[config.mk]
export PLATFORM = sky130hd
export DESIGN_NAME = sprite_frame_sequencer_top
export DESIGN_NICKNAME = d
export VERILOG_FILES = /design/src/sfs_pkg.sv /design/src/sfs_cfg_regs.sv /design/src/sfs_play.sv /design/src/sfs_calc.sv /design/src/sprite_frame_sequencer_top.sv
export VERILOG_INCLUDE_DIRS = /design/src /design/src/src
export SDC_FILE = /design/constraint.sdc
export NUM_CORES = 1
export LEC_CHECK = 0
export ABC_AREA = 1
export BUFFER_PORTS_ARGS = -buffer_cell sky130_fd_sc_hd__buf_2
export CAP_MARGIN = 20
export CORE_ASPECT_RATIO = 0.75
export CORE_MARGIN = 2
export CORE_UTILIZATION = 25
export DETAILED_ROUTE_END_ITERATION = 8
export HOLD_SLACK_MARGIN = 0.12
export PLACE_DENSITY = 0.38
export SLEW_MARGIN = 20
export SYNTH_ARGS = -nofsm -noshare
export SYNTH_HDL_FRONTEND = slang
export SYNTH_SLANG_ARGS = --single-unit
[constraint.sdc]
create_clock -name clk -period 12.1 [get_ports clk]
set_clock_uncertainty 0.15 [all_clocks]
set_input_delay 2.42 -clock clk [delete_from_list [all_inputs] [get_ports clk]]
set_output_delay 2.42 -clock clk [all_outputs]
set_load 0.1 [all_outputs]
[src/sprite_frame_sequencer_top_assert.svh]
// Assertion macros shared by the sprite frame sequencer RTL.
`ifndef SPRITE_FRAME_SEQUENCER_TOP_ASSERT_SVH
`define SPRITE_FRAME_SEQUENCER_TOP_ASSERT_SVH

`ifndef SYNTH

`define SFS_ASSERT_IMPLY(label, clk, rstn, ante, cons) \
    label: assert property (@(posedge clk) disable iff (!rstn) (ante) |-> (cons)) \
        else $error("sprite frame sequencer: same-cycle check failed");

`define SFS_ASSERT_NEXT(label, clk, rstn, ante, cons) \
    label: assert property (@(posedge clk) disable iff (!rstn) (ante) |=> (cons)) \
        else $error("sprite frame sequencer: next-cycle check failed");

`else

`define SFS_ASSERT_IMPLY(label, clk, rstn, ante, cons)

`define SFS_ASSERT_NEXT(label, clk, rstn, ante, cons)

`endif

`endif

[src/sfs_pkg.sv]
// Types, constants and width functions shared by the sprite frame sequencer.
`default_nettype none

package sfs_pkg;

    localparam int unsigned DEF_MAX_ACROSS = 16;
    localparam int unsigned DEF_MAX_DOWN = 16;
    localparam int unsigned DEF_TIME_WIDTH = 16;

    localparam int unsigned DIM_LIMIT = 31;
    localparam int unsigned RANGE_ORDER_MAX = 510;
    localparam int unsigned FRAME_FIELD_MAX = 255;

    localparam int unsigned CFG_INDEX_W = 3;
    localparam int unsigned CFG_DATA_W = 16;
    localparam int unsigned PIX_W = 14;
    localparam logic [PIX_W-1:0] PIX_MAX = '1;

    localparam logic [CFG_INDEX_W-1:0] REG_FRAMES_ACROSS = 3'd0;
    localparam logic [CFG_INDEX_W-1:0] REG_FRAMES_DOWN = 3'd1;
    localparam logic [CFG_INDEX_W-1:0] REG_CELL_WIDTH = 3'd2;
    localparam logic [CFG_INDEX_W-1:0] REG_CELL_HEIGHT = 3'd3;
    localparam logic [CFG_INDEX_W-1:0] REG_RANGE_FIRST = 3'd4;
    localparam logic [CFG_INDEX_W-1:0] REG_RANGE_LAST = 3'd5;
    localparam logic [CFG_INDEX_W-1:0] REG_PLAY_FLAGS = 3'd6;
    localparam logic [CFG_INDEX_W-1:0] REG_TICKS_PER_FRAME = 3'd7;

    localparam logic [2:0] MODE_TICK = 3'd0;
    localparam logic [2:0] MODE_START = 3'd1;
    localparam logic [2:0] MODE_STOP = 3'd2;
    localparam logic [2:0] MODE_PAUSE = 3'd3;
    localparam logic [2:0] MODE_RESUME = 3'd4;

    typedef struct packed {
        logic [2:0]  mode;
        logic [15:0] elapsed;
    } in_item_t;

    typedef struct packed {
        logic [7:0]       frame_index;
        logic [PIX_W-1:0] frame_x;
        logic [PIX_W-1:0] frame_y;
        logic             playing;
        logic             done_res;
    } out_item_t;

    typedef struct packed {
        logic add;
        logic adv;
        logic map;
    } play_ctrl_t;

    typedef enum logic [2:0] {
        ST_IDLE,
        ST_ADD,
        ST_ADV,
        ST_MAP,
        ST_LAUNCH,
        ST_CALC,
        ST_HOLD
    } seq_state_t;

    typedef enum logic [1:0] {
        CALC_IDLE,
        CALC_DIV,
        CALC_MULX,
        CALC_MULY
    } calc_phase_t;

    function automatic int unsigned dim_cap(input int unsigned m);
        return (m < DIM_LIMIT) ? m : DIM_LIMIT;
    endfunction

    function automatic int unsigned dim_w(input int unsigned m);
        return $clog2(dim_cap(m) + 1);
    endfunction

    function automatic int unsigned sheet_max(input int unsigned ma, input int unsigned md);
        return dim_cap(ma) * dim_cap(md);
    endfunction

    function automatic int unsigned sheet_w(input int unsigned ma, input int unsigned md);
        return $clog2(sheet_max(ma, md) + 1);
    endfunction

    function automatic int unsigned order_max(input int unsigned ma, input int unsigned md);
        return (2 * sheet_max(ma, md) > RANGE_ORDER_MAX) ? 2 * sheet_max(ma, md)
                                                         : RANGE_ORDER_MAX;
    endfunction

    function automatic int unsigned order_w(input int unsigned ma, input int unsigned md);
        return $clog2(order_max(ma, md) + 1);
    endfunction

    function automatic int unsigned pos_w(input int unsigned ma, input int unsigned md);
        return $clog2(order_max(ma, md));
    endfunction

    function automatic int unsigned frame_w(input int unsigned ma, input int unsigned md);
        return $clog2(((sheet_max(ma, md) - 1 > FRAME_FIELD_MAX) ? sheet_max(ma, md) - 1
                                                                  : FRAME_FIELD_MAX) + 1);
    endfunction

endpackage

`default_nettype wire

[src/sfs_cfg_regs.sv]
// Configuration registers with the clamped sheet size and play order length.
`default_nettype none

module sfs_cfg_regs #(
    parameter int unsigned MAX_ACROSS = sfs_pkg::DEF_MAX_ACROSS,
    parameter int unsigned MAX_DOWN = sfs_pkg::DEF_MAX_DOWN
) (
    input  logic                                                  clk,
    input  logic                                                  rst_n,
    input  logic                                                  cfg_valid,
    output logic                                                  cfg_ready,
    input  logic [sfs_pkg::CFG_INDEX_W-1:0]                       cfg_index,
    input  logic [sfs_pkg::CFG_DATA_W-1:0]                        cfg_data,
    output logic [sfs_pkg::dim_w(MAX_ACROSS)-1:0]                 across,
    output logic [sfs_pkg::sheet_w(MAX_ACROSS, MAX_DOWN)-1:0]     n_frames,
    output logic [sfs_pkg::order_w(MAX_ACROSS, MAX_DOWN)-1:0]     order_len,
    output logic [7:0]                                            range_first,
    output logic [7:0]                                            range_last,
    output logic                                                  loop_en,
    output logic                                                  range_mode,
    output logic [15:0]                                           ticks_per_frame,
    output logic [9:0]                                            cell_width,
    output logic [9:0]                                            cell_height
);
    import sfs_pkg::*;

    localparam int unsigned ACAP = dim_cap(MAX_ACROSS);
    localparam int unsigned DCAP = dim_cap(MAX_DOWN);
    localparam int unsigned AW = dim_w(MAX_ACROSS);
    localparam int unsigned DW = dim_w(MAX_DOWN);
    localparam int unsigned NW = sheet_w(MAX_ACROSS, MAX_DOWN);
    localparam int unsigned LW = order_w(MAX_ACROSS, MAX_DOWN);

    logic [4:0]   frames_across_reg;
    logic [4:0]   frames_down_reg;
    logic [9:0]   cell_width_reg;
    logic [9:0]   cell_height_reg;
    logic [7:0]   range_first_reg;
    logic [7:0]   range_last_reg;
    logic [2:0]   play_flags_reg;
    logic [15:0]  ticks_reg;
    logic         cfg_we;
    logic [4:0]   across_c;
    logic [4:0]   down_c;
    logic [DW-1:0] down;
    logic [AW+DW-1:0] sheet_prod;
    logic [7:0]   range_span;

    assign cfg_ready = 1'b1;
    assign cfg_we = cfg_valid && cfg_ready;

    always_ff @(posedge clk or negedge rst_n)
    begin
        if (!rst_n)
        begin
            frames_across_reg <= 5'd1;
            frames_down_reg <= 5'd1;
            cell_width_reg <= 10'd1;
            cell_height_reg <= 10'd1;
            range_first_reg <= 8'd0;
            range_last_reg <= 8'd0;
            play_flags_reg <= 3'd0;
            ticks_reg <= 16'd1;
        end
        else if (cfg_we)
        begin
            unique case (cfg_index)
                REG_FRAMES_ACROSS:   frames_across_reg <= cfg_data[4:0];
                REG_FRAMES_DOWN:     frames_down_reg <= cfg_data[4:0];
                REG_CELL_WIDTH:      cell_width_reg <= cfg_data[9:0];
                REG_CELL_HEIGHT:     cell_height_reg <= cfg_data[9:0];
                REG_RANGE_FIRST:     range_first_reg <= cfg_data[7:0];
                REG_RANGE_LAST:      range_last_reg <= cfg_data[7:0];
                REG_PLAY_FLAGS:      play_flags_reg <= cfg_data[2:0];
                REG_TICKS_PER_FRAME: ticks_reg <= cfg_data[15:0];
            endcase
        end
    end

    always_comb
    begin
        if (frames_across_reg == 5'd0)
            across_c = 5'd1;
        else if (frames_across_reg > 5'(ACAP))
            across_c = 5'(ACAP);
        else
            across_c = frames_across_reg;

        if (frames_down_reg == 5'd0)
            down_c = 5'd1;
        else if (frames_down_reg > 5'(DCAP))
            down_c = 5'(DCAP);
        else
            down_c = frames_down_reg;
    end

    assign across = AW'(across_c);
    assign down = DW'(down_c);
    assign sheet_prod = (AW+DW)'(across) * (AW+DW)'(down);
    assign n_frames = sheet_prod[NW-1:0];

    assign range_span = (range_first_reg > range_last_reg) ? range_first_reg - range_last_reg
                                                           : range_last_reg - range_first_reg;

    always_comb
    begin
        if (play_flags_reg[2])
        begin
            if (play_flags_reg[0] && (range_span != 8'd0))
                order_len = LW'({range_span, 1'b0});
            else
                order_len = LW'(range_span) + LW'(1);
        end
        else if (play_flags_reg[0])
            order_len = LW'({n_frames, 1'b0});
        else
            order_len = LW'(n_frames);
    end

    assign range_first = range_first_reg;
    assign range_last = range_last_reg;
    assign loop_en = play_flags_reg[1];
    assign range_mode = play_flags_reg[2];
    assign ticks_per_frame = ticks_reg;
    assign cell_width = cell_width_reg;
    assign cell_height = cell_height_reg;

endmodule

`default_nettype wire

[src/sfs_play.sv]
// Play position, time accumulator and running flag, with the frame lookup.
`default_nettype none

module sfs_play #(
    parameter int unsigned MAX_ACROSS = sfs_pkg::DEF_MAX_ACROSS,
    parameter int unsigned MAX_DOWN = sfs_pkg::DEF_MAX_DOWN,
    parameter int unsigned TIME_WIDTH = sfs_pkg::DEF_TIME_WIDTH
) (
    input  logic                                                  clk,
    input  logic                                                  rst_n,
    input  sfs_pkg::play_ctrl_t                                   ctrl,
    input  logic [2:0]                                            mode,
    input  logic [15:0]                                           elapsed,
    input  logic [sfs_pkg::sheet_w(MAX_ACROSS, MAX_DOWN)-1:0]     n_frames,
    input  logic [sfs_pkg::order_w(MAX_ACROSS, MAX_DOWN)-1:0]     order_len,
    input  logic [7:0]                                            range_first,
    input  logic [7:0]                                            range_last,
    input  logic                                                  loop_en,
    input  logic                                                  range_mode,
    input  logic [15:0]                                           ticks_per_frame,
    output logic [sfs_pkg::frame_w(MAX_ACROSS, MAX_DOWN)-1:0]     frame,
    output logic                                                  running,
    output logic                                                  done
);
    import sfs_pkg::*;

    localparam int unsigned LW = order_w(MAX_ACROSS, MAX_DOWN);
    localparam int unsigned POSW = pos_w(MAX_ACROSS, MAX_DOWN);
    localparam int unsigned FW = frame_w(MAX_ACROSS, MAX_DOWN);
    localparam int unsigned TAW = TIME_WIDTH + 1;
    localparam int unsigned CW = (TAW > 16) ? TAW : 16;
    localparam int unsigned SW = CW + 1;

    logic [POSW-1:0] pos_reg, pos_next;
    logic [TAW-1:0]  acc_reg, acc_next;
    logic            run_reg, run_next;
    logic            done_reg, done_next;
    logic [FW-1:0]   frame_reg, frame_next;

    logic [SW-1:0]   sum;
    logic [TAW-1:0]  acc_sat;
    logic            acc_ge;
    logic [CW-1:0]   acc_diff;
    logic [LW:0]     pos_inc;
    logic [LW:0]     len_x;
    logic [LW-1:0]   len_m1;
    logic [LW-1:0]   p_l;
    logic [LW-1:0]   n_l;
    logic [LW-1:0]   nm1;
    logic [LW-1:0]   e_l;
    logic [LW-1:0]   f_full;
    logic [LW-1:0]   f_sel;
    logic [LW-1:0]   f_clamp;
    logic [7:0]      range_span;
    logic            a_gt_b;
    logic [7:0]      f_rng;

    always_comb
    begin
        sum = SW'(acc_reg) + SW'(elapsed);
        acc_sat = (|sum[SW-1:TAW]) ? '1 : sum[TAW-1:0];
        acc_ge = CW'(acc_reg) >= CW'(ticks_per_frame);
        acc_diff = CW'(acc_reg) - CW'(ticks_per_frame);
        pos_inc = (LW+1)'(pos_reg) + (LW+1)'(1);
        len_x = (LW+1)'(order_len);
        len_m1 = order_len - LW'(1);

        p_l = (LW'(pos_reg) >= order_len) ? len_m1 : LW'(pos_reg);
        n_l = LW'(n_frames);
        nm1 = n_l - LW'(1);
        f_full = (p_l < n_l) ? p_l : LW'({n_frames, 1'b0}) - LW'(1) - p_l;

        a_gt_b = range_first > range_last;
        range_span = a_gt_b ? range_first - range_last : range_last - range_first;
        e_l = p_l - LW'(range_span);
        if (p_l <= LW'(range_span))
            f_rng = a_gt_b ? range_first - p_l[7:0] : range_first + p_l[7:0];
        else
            f_rng = a_gt_b ? range_last + e_l[7:0] : range_last - e_l[7:0];

        f_sel = range_mode ? LW'(f_rng) : f_full;
        f_clamp = (f_sel > nm1) ? nm1 : f_sel;
    end

    always_comb
    begin
        pos_next = pos_reg;
        acc_next = acc_reg;
        run_next = run_reg;
        done_next = done_reg;
        frame_next = frame_reg;

        if (ctrl.add)
        begin
            done_next = 1'b0;
            unique case (mode)
                MODE_TICK:
                begin
                    if (run_reg)
                        acc_next = acc_sat;
                end
                MODE_START:
                begin
                    run_next = 1'b1;
                    pos_next = '0;
                end
                MODE_STOP:
                begin
                    run_next = 1'b0;
                    pos_next = '0;
                end
                MODE_PAUSE:  run_next = 1'b0;
                MODE_RESUME: run_next = 1'b1;
                default:     ;
            endcase
        end

        if (ctrl.adv && (mode == MODE_TICK) && run_reg && acc_ge)
        begin
            acc_next = acc_diff[TAW-1:0];
            if (pos_inc >= len_x)
            begin
                if (loop_en)
                    pos_next = '0;
                else
                begin
                    pos_next = len_m1[POSW-1:0];
                    run_next = 1'b0;
                    done_next = 1'b1;
                end
            end
            else
                pos_next = pos_inc[POSW-1:0];
        end

        if (ctrl.map)
            frame_next = f_clamp[FW-1:0];
    end

    always_ff @(posedge clk or negedge rst_n)
    begin
        if (!rst_n)
        begin
            pos_reg <= '0;
            acc_reg <= '0;
            run_reg <= 1'b0;
            done_reg <= 1'b0;
        end
        else
        begin
            pos_reg <= pos_next;
            acc_reg <= acc_next;
            run_reg <= run_next;
            done_reg <= done_next;
        end
    end

    always_ff @(posedge clk)
    begin
        frame_reg <= frame_next;
    end

    assign frame = frame_reg;
    assign running = run_reg;
    assign done = done_reg;

endmodule

`default_nettype wire

[src/sfs_calc.sv]
// Shared iterative unit: restoring divide by the column count, then two pixel multiplies.
`default_nettype none

module sfs_calc #(
    parameter int unsigned MAX_ACROSS = sfs_pkg::DEF_MAX_ACROSS,
    parameter int unsigned MAX_DOWN = sfs_pkg::DEF_MAX_DOWN
) (
    input  logic                                                  clk,
    input  logic                                                  rst_n,
    input  logic                                                  start,
    input  logic [sfs_pkg::frame_w(MAX_ACROSS, MAX_DOWN)-1:0]     dividend,
    input  logic [sfs_pkg::dim_w(MAX_ACROSS)-1:0]                 divisor,
    input  logic [9:0]                                            cell_width,
    input  logic [9:0]                                            cell_height,
    output logic                                                  done,
    output logic [sfs_pkg::PIX_W-1:0]                             frame_x,
    output logic [sfs_pkg::PIX_W-1:0]                             frame_y
);
    import sfs_pkg::*;

    localparam int unsigned FW = frame_w(MAX_ACROSS, MAX_DOWN);
    localparam int unsigned AW = dim_w(MAX_ACROSS);
    localparam int unsigned CNTW = $clog2(FW + 1);
    localparam int unsigned PW = FW + 10;

    calc_phase_t     phase_reg, phase_next;
    logic [CNTW-1:0] cnt_reg, cnt_next;
    logic            done_reg, done_next;
    logic [AW-1:0]   rem_reg, rem_next;
    logic [FW-1:0]   quo_reg, quo_next;
    logic [PIX_W-1:0] x_reg, x_next;
    logic [PIX_W-1:0] y_reg, y_next;

    logic [AW:0]     trial;
    logic [AW:0]     diff;
    logic            fit;
    logic [FW-1:0]   mul_a;
    logic [9:0]      mul_b;
    logic [PW-1:0]   prod;
    logic [PIX_W-1:0] prod_sat;

    always_comb
    begin
        trial = {rem_reg, quo_reg[FW-1]};
        fit = trial >= {1'b0, divisor};
        diff = trial - {1'b0, divisor};
        mul_a = (phase_reg == CALC_MULX) ? FW'(rem_reg) : quo_reg;
        mul_b = (phase_reg == CALC_MULX) ? cell_width : cell_height;
        prod = PW'(mul_a) * PW'(mul_b);
        prod_sat = (|prod[PW-1:PIX_W]) ? PIX_MAX : prod[PIX_W-1:0];
    end

    always_comb
    begin
        phase_next = phase_reg;
        cnt_next = cnt_reg;
        done_next = 1'b0;
        rem_next = rem_reg;
        quo_next = quo_reg;
        x_next = x_reg;
        y_next = y_reg;

        unique case (phase_reg)
            CALC_IDLE:
            begin
                if (start)
                begin
                    rem_next = '0;
                    quo_next = dividend;
                    cnt_next = CNTW'(FW);
                    phase_next = CALC_DIV;
                end
            end
            CALC_DIV:
            begin
                rem_next = fit ? diff[AW-1:0] : trial[AW-1:0];
                quo_next = {quo_reg[FW-2:0], fit};
                cnt_next = cnt_reg - CNTW'(1);
                if (cnt_reg == CNTW'(1))
                    phase_next = CALC_MULX;
            end
            CALC_MULX:
            begin
                x_next = prod_sat;
                phase_next = CALC_MULY;
            end
            CALC_MULY:
            begin
                y_next = prod_sat;
                done_next = 1'b1;
                phase_next = CALC_IDLE;
            end
        endcase
    end

    always_ff @(posedge clk or negedge rst_n)
    begin
        if (!rst_n)
        begin
            phase_reg <= CALC_IDLE;
            cnt_reg <= '0;
            done_reg <= 1'b0;
        end
        else
        begin
            phase_reg <= phase_next;
            cnt_reg <= cnt_next;
            done_reg <= done_next;
        end
    end

    always_ff @(posedge clk)
    begin
        rem_reg <= rem_next;
        quo_reg <= quo_next;
        x_reg <= x_next;
        y_reg <= y_next;
    end

    assign done = done_reg;
    assign frame_x = x_reg;
    assign frame_y = y_reg;

endmodule

`default_nettype wire

[src/sprite_frame_sequencer_top.sv]
// Top level of the sprite frame sequencer: command sequencer and result register.
//
// Commands arrive on cmd with cmd_valid; the block raises cmd_stall while it is
// working on an item. An item is taken at a clock edge with cmd_valid high and
// cmd_stall low. Each command item produces exactly one result item on res.
// A result is taken at a clock edge with res_valid high and res_stall low.
// The divide of the frame index by the column count runs one quotient bit per
// cycle through the shared unit, followed by a multiply for x and one for y.
// Each item passes through the update, launch, calculate, handoff and load
// steps before the block takes the next command.
// The result register lets the next command be taken while a result waits.
// When res_stall is held, a finished result waits in the shared unit and the
// block takes no new command until the result register frees up.
// Configuration writes on cfg are always ready; the user is to make them
// between items, as the block itself does not enforce this.
// Reset clears the play position, accumulator and running flag, and loads
// every configuration register with its reset value.
`default_nettype none

module sprite_frame_sequencer_top #(
    parameter int unsigned MAX_ACROSS = sfs_pkg::DEF_MAX_ACROSS,
    parameter int unsigned MAX_DOWN = sfs_pkg::DEF_MAX_DOWN,
    parameter int unsigned TIME_WIDTH = sfs_pkg::DEF_TIME_WIDTH
) (
    input  logic                            clk,
    input  logic                            rst_n,
    input  logic                            cmd_valid,
    output logic                            cmd_stall,
    input  sfs_pkg::in_item_t               cmd,
    output logic                            res_valid,
    input  logic                            res_stall,
    output sfs_pkg::out_item_t              res,
    input  logic                            cfg_valid,
    output logic                            cfg_ready,
    input  logic [sfs_pkg::CFG_INDEX_W-1:0] cfg_index,
    input  logic [sfs_pkg::CFG_DATA_W-1:0]  cfg_data
);
    import sfs_pkg::*;

    `include "sprite_frame_sequencer_top_assert.svh"

    localparam int unsigned AW = dim_w(MAX_ACROSS);
    localparam int unsigned NW = sheet_w(MAX_ACROSS, MAX_DOWN);
    localparam int unsigned LW = order_w(MAX_ACROSS, MAX_DOWN);
    localparam int unsigned FW = frame_w(MAX_ACROSS, MAX_DOWN);

    seq_state_t  state_reg, state_next;
    in_item_t    cmd_reg;
    logic        res_valid_reg, res_valid_next;
    out_item_t   res_reg;

    play_ctrl_t  ctrl;
    logic        calc_start;
    logic        calc_done;
    logic        res_load;
    logic        slot_free;
    logic        cmd_take;

    logic [AW-1:0] across;
    logic [NW-1:0] n_frames;
    logic [LW-1:0] order_len;
    logic [7:0]    range_first;
    logic [7:0]    range_last;
    logic          loop_en;
    logic          range_mode;
    logic [15:0]   ticks_per_frame;
    logic [9:0]    cell_width;
    logic [9:0]    cell_height;
    logic [FW-1:0] frame;
    logic          running;
    logic          done;
    logic [PIX_W-1:0] frame_x;
    logic [PIX_W-1:0] frame_y;

    sfs_cfg_regs #(
        .MAX_ACROSS(MAX_ACROSS),
        .MAX_DOWN(MAX_DOWN)
    ) u_cfg (
        .clk(clk),
        .rst_n(rst_n),
        .cfg_valid(cfg_valid),
        .cfg_ready(cfg_ready),
        .cfg_index(cfg_index),
        .cfg_data(cfg_data),
        .across(across),
        .n_frames(n_frames),
        .order_len(order_len),
        .range_first(range_first),
        .range_last(range_last),
        .loop_en(loop_en),
        .range_mode(range_mode),
        .ticks_per_frame(ticks_per_frame),
        .cell_width(cell_width),
        .cell_height(cell_height)
    );

    sfs_play #(
        .MAX_ACROSS(MAX_ACROSS),
        .MAX_DOWN(MAX_DOWN),
        .TIME_WIDTH(TIME_WIDTH)
    ) u_play (
        .clk(clk),
        .rst_n(rst_n),
        .ctrl(ctrl),
        .mode(cmd_reg.mode),
        .elapsed(cmd_reg.elapsed),
        .n_frames(n_frames),
        .order_len(order_len),
        .range_first(range_first),
        .range_last(range_last),
        .loop_en(loop_en),
        .range_mode(range_mode),
        .ticks_per_frame(ticks_per_frame),
        .frame(frame),
        .running(running),
        .done(done)
    );

    sfs_calc #(
        .MAX_ACROSS(MAX_ACROSS),
        .MAX_DOWN(MAX_DOWN)
    ) u_calc (
        .clk(clk),
        .rst_n(rst_n),
        .start(calc_start),
        .dividend(frame),
        .divisor(across),
        .cell_width(cell_width),
        .cell_height(cell_height),
        .done(calc_done),
        .frame_x(frame_x),
        .frame_y(frame_y)
    );

    assign cmd_stall = (state_reg != ST_IDLE);
    assign cmd_take = cmd_valid && !cmd_stall;
    assign slot_free = !res_valid_reg || !res_stall;

    always_comb
    begin
        state_next = state_reg;
        ctrl = '0;
        calc_start = 1'b0;
        res_load = 1'b0;

        unique case (state_reg)
            ST_IDLE:
            begin
                if (cmd_valid)
                    state_next = ST_ADD;
            end
            ST_ADD:
            begin
                ctrl.add = 1'b1;
                state_next = ST_ADV;
            end
            ST_ADV:
            begin
                ctrl.adv = 1'b1;
                state_next = ST_MAP;
            end
            ST_MAP:
            begin
                ctrl.map = 1'b1;
                state_next = ST_LAUNCH;
            end
            ST_LAUNCH:
            begin
                calc_start = 1'b1;
                state_next = ST_CALC;
            end
            ST_CALC:
            begin
                if (calc_done)
                    state_next = ST_HOLD;
            end
            ST_HOLD:
            begin
                if (slot_free)
                begin
                    res_load = 1'b1;
                    state_next = ST_IDLE;
                end
            end
            default: state_next = ST_IDLE;
        endcase
    end

    assign res_valid_next = res_load || (res_valid_reg && res_stall);

    always_ff @(posedge clk or negedge rst_n)
    begin
        if (!rst_n)
        begin
            state_reg <= ST_IDLE;
            res_valid_reg <= 1'b0;
        end
        else
        begin
            state_reg <= state_next;
            res_valid_reg <= res_valid_next;
        end
    end

    always_ff @(posedge clk)
    begin
        if (cmd_take)
            cmd_reg <= cmd;
        if (res_load)
        begin
            res_reg.frame_index <= frame[7:0];
            res_reg.frame_x <= frame_x;
            res_reg.frame_y <= frame_y;
            res_reg.playing <= running;
            res_reg.done_res <= done;
        end
    end

    assign res_valid = res_valid_reg;
    assign res = res_reg;

    `SFS_ASSERT_NEXT(a_take_starts_update, clk, rst_n, cmd_take, state_reg == ST_ADD)
    `SFS_ASSERT_IMPLY(a_calc_done_in_calc, clk, rst_n, calc_done, state_reg == ST_CALC)
    `SFS_ASSERT_IMPLY(a_done_stops_play, clk, rst_n, res_valid && res.done_res, !res.playing)
    `SFS_ASSERT_NEXT(a_hold_fills_slot, clk, rst_n, (state_reg == ST_HOLD) && !res_valid, res_valid)

endmodule

`default_nettype wire

==> key figures <==
Logic synthesis
  – Synth warn: 0
  – Cell variety after synth: slightly below 60
  – Yosys top cell area share: between 10% and 20%
  – Seq cells post-synth: 210
  – Post-Syn Instances: 2145
  – Share of flip-flops with an asynchronous set or reset: roughly half
  – Register area share after synthesis: between 30 and 40%
  – Synth Cell Area: about 0.017 mm^2
  – Largest cells by area after synthesis: edfxtp_1 18%, dfrtp_1 14%, ha_1 13%, nand2_1 10%, inv_1 7.7%
  – Net Count, Synth: 2437
  – Most used DFF post-synth: edfxtp_1
  – Post-synth EDFFs: ~110
  – Mean Syn Cell Area: just over 8 um^2
  – Dominant cell type by area after synthesis: edfxtp_1

CTS
  – Skew-Pair Late Insertion Delay: roughly 0.56 ns
  – CTS tree: yes
  – CTS Sinks: 210
  – CTS buffer count: 26
  – Root Buffer: clkbuf_16
  – CTS H-tree depth: 1
  – Clock buffer depth: 3
  – Clk pin slew, worst setup/hold paths: 0.06 ns
  – Hold-fix buffers, CTS: 0

Power
  – P_leak: 9.86 nW
  – Peak supply drop: between 0.0001 and 0.00015 V
  – Pwr/cell area: approximately 230 mW/mm^2

Worst setup path
  – Critical Path RT: between 10 and 15 ns
  – Crit Path Class: flip-flop to flip-flop
  – R2r endpoint: u_play.frame[4]
  – Reg2reg path depth: 60
  – CP Launch Type: flip-flop
  – Total buffers and inverters traversed by the critical path: 9
  – Worst path slowest cell: fa_1
  – Reg-to-reg setup timing slack: 1.02 ns
  – R2r startpoint: u_cfg.frames_across_reg[1]
  – Most frequent CP cell: nand2_1
  – Delay-heaviest family, CP: adder cells
  – Critical Path Stages: 60
  – Slowest stage delay, CP: roughly 0.55 ns
  – Worst Path Arrival: approximately 11 ns
  – Worst Path Max Fanout: 12
  – Worst Setup End Kind: flip-flop

Timing
  – Slew at the pin closest to its max-slew limit: ~1.0 ns
  – Slew Limit Fails: 0
  – Final Hold Viols: 0
  – TNS Setup: 0 ns
  – Slew headroom: between 30% and 40%
  – FMAX: about 90 MHz
  – RSZ-0062 raised after global routing: false
  – Fin crit period: approximately 11 ns
  – Final period util: between 90% and 100%
  – Final Hold Slack: ~0.27 ns
  – # setup viols final: 0

Global route
  – Pin count of the biggest net entering global routing: 65
  – Vias in the first global route: about 14k
  – Total gr overflow: 0
  – First-pass GRT wire length: roughly 80000 um
  – Initial antenna violation count: 1
  – GRT Total Usage: between 10 and 15%

Floorplanning
  – Die area: slightly above 0.07 mm^2
  – Core area: ~0.07 mm^2
  – Starting Density: 25.3%
  – Chip height: 232 um
  – Boundary Pins: 84
  – Die X: just over 300 um
  – # rows: 83

Placement
  – Routability cong.: around 0.86
  – DPL Wire Length: 42700 um
  – PortBufs: roughly 80

Cells and area
  – Fillers: ~7.4k
  – Layout cells sized above 1: around a tenth
  – Area grow syn2layout: 14.8%
  – Max reg flops: 38
  – Number of diodes: 0
  – Nets: roughly 2.5k

Outcome
  – Status: finished clean

Run
  – MaxCap Viol Count: 0

Min path
  – Worst hold start: u_calc.frame_y[11]
  – WHS Path Cells: 0
  – HP Class: flip-flop to flip-flop
  – Hold endpoint: res[13]

Detailed routing
  – Total routed wirelength: around 52000 um
  – DR vias/cell: roughly 4.5
  – 1st-iter DRT viols: 1062
  – Antenna viol nets, final: 0
  – Drt pass-1 iters: 5
  – Routed via count: approximately 14k
  – Routed WL per cell: between 15 and 20 um
  – Residual DRC: 0
-- layer usage --
metal | vias to the layer above | routed length (um) | GRT usage, % | part of all wire (%)
met5 | - | 0 | 0 | 0
met3 | 46 | 2960 | 2.58 | 5.7
met4 | 0 | 820 | 2.52 | 1.6
met1 | 6760 | 29100 | 24.1 | 55
met2 | 329 | 19500 | 20.0 | 37
li1 | 7138 | - | - | -
-- layout make-up --
cell class | instances | area (um^2) | share of cell area (%)
tap | 935 | 1170 | 5.86
multi-input combinational | 1529 | 10100 | 50.6
clock buffer | 33 | 782 | 3.92
timing repair buffer | 95 | 510 | 2.56
sequential | 210 | 5790 | 29.0
clock inverter | 14 | 198 | 0.991
inverter | 372 | 1400 | 7.02
-- Yosys cell counts, types with 5 or more instances --
cell	n
o21ai_2	7
nand4_1	11
xor2_1	75
dfstp_2	5
nand2_1	474
and2_1	12
xnor2_1	24
o21bai_1	11
or2_2	13
o31ai_1	5
buf_2	5
dfrtp_1	99
nand3b_1	5
nand3_1	116
nand2_4	6
nor4_1	5
o211ai_1	8
inv_2	11
o22ai_1	8
o21ai_0	154
fa_1	65
nor2_1	149
nor3_1	18
nand3_2	11
ha_1	184
inv_1	358
edfxtp_1	106
nand2_2	23
clkbuf_1	23
a21oi_1	106
-- how the worst max path moves through the flow --
stage                                    start              end  slack [ns]
floorplan           u_cfg.frames_across_reg[1]  u_play.frame[4]        2.26
global placement    u_cfg.frames_across_reg[1]  u_play.frame[6]        0.92
detailed placement  u_cfg.frames_across_reg[1]  u_play.frame[3]        0.65
CTS                 u_cfg.frames_across_reg[1]  u_play.frame[3]        0.59
global route        u_cfg.frames_across_reg[1]  u_play.frame[3]        0.02
finish              u_cfg.frames_across_reg[1]  u_play.frame[4]        1.02
-- power by group --
| part | leakage [nW] | switching, mW | total (mW) | internal, mW |
|---|---|---|---|---|
| registers | 2.27 | 0.0429 | 0.899 | 0.856 |
| clock network | 0.482 | 0.339 | 0.885 | 0.546 |
| logic | 7.11 | 1.75 | 2.72 | 0.974 |
| total | 9.86 | 2.13 | 4.51 | 2.38 |
-- repair_timing --
item / CTS / global route
endpoints found under the setup margin: 0 / 8
gates resized for setup: 0 / 12
endpoints found under the hold margin: 0 / 0
setup buffers: 0 / 2
-- cells by family after synthesis --
kind of cell,after synthesis,synth area share [%]
AND/OR/NAND/NOR,851,21.3
other,1,0.0216
flip-flops,210,33.3
AO/OA/AOI/OAI,328,10.6
adder cells (fa/ha/maj),249,20.7
XOR/XNOR,99,4.99
buffers and inverters,407,9.05
-- per-stage QoR --
stage          instances  setup slack (ns)  total power, mW  area, um^2  util [%]
2_1_floorplan       2145              2.26             2.90       17400         -
3_3_place_gp        3138             0.922             3.54       18900      27.5
3_5_place_dp        3138             0.647             3.54       18900      27.5
4_1_cts             3185             0.585             4.47       19900      29.0
5_1_grt             3188            0.0207             4.95       20000      29.1
6_report            3188              1.02             4.51       20000      29.1
-- placed cells by master, fill, tap and decap left out, types with 4 or more instances in the layout --
cell type / n
o31ai_1: 5
inv_2: 10
or2_2: 13
inv_1: 358
dfstp_2: 5
nand4_1: 11
o21ai_0: 154
xnor2_1: 24
buf_4: 14
o211ai_1: 8
nand2_4: 7
buf_2: 81
o21bai_1: 11
a21oi_1: 104
and2_1: 11
dfrtp_1: 99
ha_1: 183
o22ai_1: 8
nand3_1: 116
nand2_1: 472
nor2_2: 4
fa_1: 65
nor2_1: 148
xor2_1: 74
nor3_1: 17
bufinv_16: 4
nand2_2: 25
edfxtp_1: 106
o21ai_2: 6
clkbuf_16: 30
nand3_2: 11
nand3b_1: 5
Note: power is estimated with default switching activity, not from simulation.
